### config.mk
export PLATFORM = sky130hd
export DESIGN_NAME = ymr_ctrl
export DESIGN_NICKNAME = d
export VERILOG_FILES = /design/src/design/ymr_pkg.sv /design/src/design/ymr_ctrl.sv
export SDC_FILE = /design/constraint.sdc
export NUM_CORES = 1
export LEC_CHECK = 0
export BUFFER_PORTS_ARGS = -buffer_cell sky130_fd_sc_hd__buf_2
export CAP_MARGIN = 25
export CORE_UTILIZATION = 40
export DETAILED_ROUTE_END_ITERATION = 16
export PLACE_DENSITY = 0.72
export REMOVE_ABC_BUFFERS = 1
export SETUP_SLACK_MARGIN = 0.1
export SLEW_MARGIN = 20
export SYNTH_ARGS = -nofsm -noshare
export SYNTH_HDL_FRONTEND = slang
export SYNTH_SLANG_ARGS = --single-unit
### constraint.sdc
create_clock -name clk_i -period 2.7 [get_ports clk_i]
set_clock_uncertainty 0.1 [all_clocks]
set_input_delay 0.135 -clock clk_i [delete_from_list [all_inputs] [get_ports clk_i]]
set_output_delay 0.135 -clock clk_i [all_outputs]
set_load 0.02 [all_outputs]
### src/design/ymr_pkg.sv
// Package for the YMODEM packet receiver: word types, event and opcode codes,
// frame layout constants. No dependencies.
package ymr_pkg;

  localparam int unsigned CNT_W         = 11;
  localparam int unsigned SMALL_PAYLOAD = 128;
  localparam int unsigned LARGE_PAYLOAD = 1024;
  localparam int unsigned HDR_LEN       = 3;
  localparam int unsigned FRAME_EXTRA   = 5;

  localparam logic [7:0] CODE_SOH = 8'h01;
  localparam logic [7:0] CODE_STX = 8'h02;
  localparam logic [7:0] CODE_EOT = 8'h04;
  localparam logic [7:0] CODE_CAN = 8'h18;

  typedef enum logic {
    OP_FEED = 1'b0,
    OP_READ = 1'b1
  } ymr_op_e;

  typedef enum logic [2:0] {
    EV_NONE  = 3'd0,
    EV_GOOD  = 3'd1,
    EV_ERROR = 3'd2,
    EV_EOT   = 3'd3,
    EV_CAN   = 3'd4
  } ymr_event_e;

  typedef struct packed {
    ymr_op_e     opcode;
    logic [7:0]  rx_byte;
    logic [9:0]  read_index;
  } ymr_in_t;

  typedef struct packed {
    ymr_event_e  event_res;
    logic [7:0]  block_number;
    logic [10:0] payload_size;
    logic [7:0]  read_data;
  } ymr_out_t;

  typedef struct packed {
    ymr_event_e  event_res;
    logic [7:0]  block_number;
    logic [10:0] payload_size;
  } ymr_res_t;

  typedef struct packed {
    logic             en;
    logic [CNT_W-1:0] addr;
    logic [7:0]       data;
  } ymr_wr_t;

  typedef struct packed {
    logic             en;
    logic [CNT_W-1:0] addr;
  } ymr_rd_t;

endpackage

### src/design/ymr_ctrl.sv
// Frame parser: start detection, byte counting, header capture, CRC-16/XMODEM
// and the end-of-frame check. Drives the buffer write port. Depends on ymr_pkg.
module ymr_ctrl #(
  parameter int unsigned FRAME_DEPTH = 1029
) (
  input  logic             clk_i,
  input  logic             rst_ni,
  input  logic             step_i,
  input  logic [7:0]       rx_byte_i,
  output ymr_pkg::ymr_res_t res_o,
  output ymr_pkg::ymr_wr_t  wr_o
);
  import ymr_pkg::*;

  logic             coll_q, coll_d;
  logic             large_q, large_d;
  logic [CNT_W-1:0] cnt_q, cnt_d;
  logic [15:0]      crc_q, crc_d;
  logic [7:0]       blk_q, blk_d;
  logic [7:0]       cpl_q, cpl_d;
  logic [7:0]       crc_hi_q, crc_hi_d;
  logic [CNT_W-1:0] size;
  logic [CNT_W-1:0] nxt;
  logic [7:0]       hdr_sum;

  function automatic logic [15:0] crc_byte(logic [15:0] crc, logic [7:0] b);
    logic [15:0] c;
    c = crc ^ {b, 8'h00};
    for (int i = 0; i < 8; i++) begin
      c = c[15] ? ((c << 1) ^ 16'h1021) : (c << 1);
    end
    return c;
  endfunction

  always_comb begin
    coll_d   = coll_q;
    large_d  = large_q;
    cnt_d    = cnt_q;
    crc_d    = crc_q;
    blk_d    = blk_q;
    cpl_d    = cpl_q;
    crc_hi_d = crc_hi_q;
    res_o    = '{event_res: EV_NONE, block_number: 8'h00, payload_size: '0};
    wr_o     = '{en: 1'b0, addr: cnt_q, data: rx_byte_i};
    size     = large_q ? CNT_W'(LARGE_PAYLOAD) : CNT_W'(SMALL_PAYLOAD);
    nxt      = cnt_q + CNT_W'(1);
    hdr_sum  = blk_q + cpl_q;
    if (step_i) begin
      if (!coll_q) begin
        case (rx_byte_i)
          CODE_SOH, CODE_STX: begin
            wr_o.en   = 1'b1;
            wr_o.addr = '0;
            large_d   = (rx_byte_i == CODE_STX);
            cnt_d     = CNT_W'(1);
            crc_d     = 16'h0000;
            coll_d    = 1'b1;
          end
          CODE_EOT: res_o.event_res = EV_EOT;
          CODE_CAN: res_o.event_res = EV_CAN;
          default: ;
        endcase
      end else begin
        wr_o.en = (32'(cnt_q) < FRAME_DEPTH);
        if (cnt_q >= CNT_W'(HDR_LEN) && cnt_q < size + CNT_W'(HDR_LEN)) begin
          crc_d = crc_byte(crc_q, rx_byte_i);
        end
        if (cnt_q == CNT_W'(1)) begin
          blk_d = rx_byte_i;
        end
        if (cnt_q == CNT_W'(2)) begin
          cpl_d = rx_byte_i;
        end
        if (cnt_q == size + CNT_W'(HDR_LEN)) begin
          crc_hi_d = rx_byte_i;
        end
        cnt_d = nxt;
        if (nxt >= size + CNT_W'(FRAME_EXTRA)) begin
          if (hdr_sum == 8'hFF && {crc_hi_q, rx_byte_i} == crc_d) begin
            res_o.event_res    = EV_GOOD;
            res_o.block_number = blk_q;
            res_o.payload_size = size;
          end else begin
            res_o.event_res = EV_ERROR;
          end
          coll_d = 1'b0;
          cnt_d  = '0;
        end
      end
    end
  end

  always_ff @(posedge clk_i or negedge rst_ni) begin
    if (!rst_ni) begin
      coll_q  <= 1'b0;
      large_q <= 1'b0;
      cnt_q   <= '0;
      crc_q   <= 16'h0000;
    end else begin
      coll_q  <= coll_d;
      large_q <= large_d;
      cnt_q   <= cnt_d;
      crc_q   <= crc_d;
    end
  end

  always_ff @(posedge clk_i) begin
    blk_q    <= blk_d;
    cpl_q    <= cpl_d;
    crc_hi_q <= crc_hi_d;
  end

endmodule

==> summary.md <==
| Metric | Value |
|---|---|
| Hold Violations, Final | 0 |
| Max Cap Viol | 0 |
| Async set-reset flop share out of synthesis | 0.547 |
| Seq/Total Area, Yosys | 0.372 |
| Final Worst Setup Slack | -0.715 ns |
| Worst hold path type | primary input to register |
| Number of synthesized flops with an enable pin | 24 |
| Critical Path End Type | output pin |
| Min Hold Slack | just over 0.1 ns |
| Top Family by Delay on Critical Path | simple AND/OR/NAND/NOR gates |
| Antenna diodes | 0 |
| Gr usage total | 0.224 |
| Pwr/cell area | roughly 890 mW/mm² |
| Die area | a little over 0.01 mm² |
| VDD IR max | 0.000359 V |
| Fraction of layout cells with a size suffix above 1 | 0.417 |
| Critical-path cell list | inv_1, ha_1, nand2_1, a2111o_1, nand3_2, buf_4, mux2i_4, o2bb2ai_2, or4_1, a21oi_2, buf_6 |
| Clk slew on worst S/H paths | about 0.11 ns |
| Worst Max-Slew Pin Slew | approximately 0.76 ns |
| Vias in the first global route | about 3,500 |
| Post-placement cell area | between 0.004 and 0.005 mm² |
| F_max | approximately 290 MHz |
| Clk root buf | clkbuf_8 |
| Largest net degree at the start of global routing | 30 |
| First-pass detailed-route iteration total | 5 |
| Vias | 3,574 |
| Final Max Slew Viols | 0 |
| Layout area overhead | 35.5% |
| Routed wire length per instance | roughly 18 µm |
| Initial antenna violation count | 0 |
| Clock latency on the worst-skew pair | 0.32 ns |
| Leak pwr | ~0.0023 µW |
| IO Port Bufs | 43 |
| WP data required | between 2 and 2.5 ns |
| Synth Instances | ~400 |
| Sink Count | 53 |
| CTS tree | yes |
| Slew margin rel. | 0.495 |
| Clock tree buffer depth | 2 |
| Failing checks | setup timing |
| Crit path kind | register to output pin |
| Final total negative setup slack | -10.81 ns |
| Cts bufs inserted | 5 |
| Fin crit period | roughly 3.4 ns |
| I/O pin cnt | 53 |
| Run status | complete, but fails checks |
| Crit Path Max Fanout | 7 |
| Std-Cell Rows | 35 |
| Final Net Count | 542 |
| Hpwl dp | 7590 µm |
| Cell variety after synth | 63 |
| WP buf/inv | 3 |
| RSZ-0062 raised after global routing | true |
| Flop and latch count out of synthesis | between 50 and 60 |
| H-Tree Level Count | 2 |
| Core area | between 0.009 and 0.01 mm² |
| DR iter-0 viols | approximately 300 |
| Filler Cells Inserted | roughly 770 |
| Vias/cell | ~5.5 |
| Chip height | roughly 100 µm |
| WP data arrival | between 3 and 4 ns |
| First-pass GRT wire length | roughly 18,000 µm |
| Die width | 101 µm |
| CP max-delay cell | or4_1 |
| Synthesized cell area | ~0.004 mm² |
| RePlAce Congestion | ~0.92 |
| Post-Route Utilization | 0.565 |
| Residual DRC | 0 |
| Startpoint types | register |
| Most common flop cell mapped by yosys | dfrtp_1 |
| Syn avg cell area | approximately 10 µm² |
| Final WL | roughly 11,000 µm |
| Yosys warnings | 0 |
| Setup Viol. Count Final | 23 |
| Final Cycle Share | 1.26 |
| Post-route ant nets | 0 |
| Delay of the slowest cell on the worst path | between 0.5 and 0.6 ns |
| Post-route cell area | approximately 0.0053 mm² |
| Total gr overflow | 0 |
| Initial Utilization | 0.417 |
[worst reg2reg max path, cell delays in order, from the launching register on]
cell and delay [ns]:
dfrtp_1 0.40, nand3_2 0.13, nor3_4 0.23, nand2_2 0.09, xnor2_2 0.14, ha_1 0.27, inv_1 0.08, a41oi_1 0.05
a211o_1 0.33, buf_4 0.15, o31ai_2 0.24, buf_4 0.16, buf_6 0.09, buf_12 0.13, buf_8 0.13, o2111ai_1 0.12
nand3_1 0.10
[placed cells by master, fill, tap and decap left out, drive strengths merged, types with 3 or more instances in the layout]
cell      n
buf     145
xnor2    34
dfrtp    29
nand2    29
edfxtp   24
nor2     19
xor2     19
o21ai    18
inv      15
ha       15
and2     14
nand3    13
a22o     10
nor3     10
nor4     10
conb      9
nor2b     8
or3       8
mux2i     8
a21oi     8
nand4     6
a31oi     6
clkbuf    5
o211ai    4
and3      3
a211oi    3
o22ai     3
[logic make-up after synthesis]
kind of cell / Yosys count / share of synthesized area
AND/OR/NAND/NOR: 135 / 0.191
AO/OA/AOI/OAI: 69 / 0.126
XOR/XNOR: 56 / 0.148
buffers and inverters: 56 / 0.0882
flip-flops: 53 / 0.372
adder cells (fa/ha/maj): 16 / 0.0534
multiplexers: 8 / 0.0206
other: 1 / 0.000965
[final timing paths]
path	start	to	slack [ns]	cells past startpoint
setup reg to reg	cnt_q[1]	cnt_q[6]	-0.31	16
hold reg to reg	crc_q[4]	crc_q[4]	0.42	1
max in group asynchronous	rst_ni	large_q	1.70	2
setup / recovery	large_q	res_o[19]	-0.71	11
hold / removal	rx_byte_i[5]	cpl_q[5]	0.10	2
min in group asynchronous	rst_ni	cnt_q[3]	0.32	2
[where the power goes]
group,total [µW],switching [µW],internal [µW]
clock network,479,291,188
logic,3030,1520,1510
registers,1180,168,1010
total,4680,1980,2700
[per-stage QoR]
stage	worst slack, ns	power [µW]	instances
after floorplan	-0.604	2710	361
after global placement	-0.520	3710	616
after detailed placement	-0.598	3790	616
after CTS	-0.670	4440	637
after global routing	-0.765	4920	645
final	-0.715	4680	645
[synthesized netlist by cell type, types with 2 or more instances]
library cell / number / area, µm²
a2111oi_2: 2 / 30.0
a211o_1: 2 / 17.5
a211oi_1: 3 / 22.5
a21oi_1: 8 / 40.0
a22o_1: 10 / 87.6
a31oi_1: 6 / 37.5
and2_1: 13 / 81.3
and3_1: 3 / 18.8
buf_2: 4 / 20.0
buf_4: 19 / 143
clkbuf_1: 14 / 52.6
clkbuf_8: 2 / 27.5
dfrtp_1: 29 / 726
edfxtp_1: 24 / 721
ha_1: 15 / 188
inv_1: 15 / 56.3
mux2i_1: 8 / 80.1
nand2_1: 29 / 109
nand3_1: 13 / 65.1
nand3b_1: 2 / 15.0
nand4_1: 6 / 37.5
nand4b_1: 2 / 17.5
nor2_1: 19 / 71.3
nor2b_1: 8 / 50.1
nor3_1: 10 / 50.1
nor4_1: 8 / 50.1
nor4_2: 2 / 25.0
nor4b_1: 2 / 17.5
o211ai_1: 4 / 30.0
o21ai_0: 16 / 80.1
o21ai_1: 2 / 10.0
o22ai_1: 3 / 18.8
o2bb2ai_1: 2 / 17.5
or2_2: 2 / 12.5
or3_1: 8 / 50.1
xnor2_1: 32 / 280
xnor2_4: 2 / 55.1
xnor3_1: 2 / 45.0
xor2_1: 19 / 166
[flip-flops by register name, summed over array words and instances (netlist names)]
register  count
blk_q         8
cnt_q        11
coll_q        1
cpl_q         8
crc_hi_q      8
crc_q        16
large_q       1
[final cells by class]
cell class	instances	area, µm²	share of cell area
Clock buffer	5	68.8	0.0131
Inverter	15	60.1	0.0114
Sequential cell	53	1450	0.275
Timing Repair Buffer	147	1100	0.210
Clock inverter	3	25.0	0.00475
Multi-Input combinational cell	293	2400	0.456
Tap cell	129	161	0.0306
[what timing repair did]
item                       4_1_cts  5_1_grt
resized for setup               60       38
hold buffers                     2        0
setup endpoints to repair       24       29
setup buffers                   11        7
hold endpoints to repair        30        0
pin swaps                       17       14
[routing by layer]
| layer | track usage | vias up | part of all wire |
|---|---|---|---|
| met5 | 0 | - | 0 |
| met4 | 0.0959 | 0 | 0.039 |
| met3 | 0.0312 | 43 | 0.057 |
| met2 | 0.382 | 179 | 0.50 |
| met1 | 0.285 | 1720 | 0.41 |
| li1 | - | 1632 | - |
No activity file was read; power rests on OpenSTA's default activity.
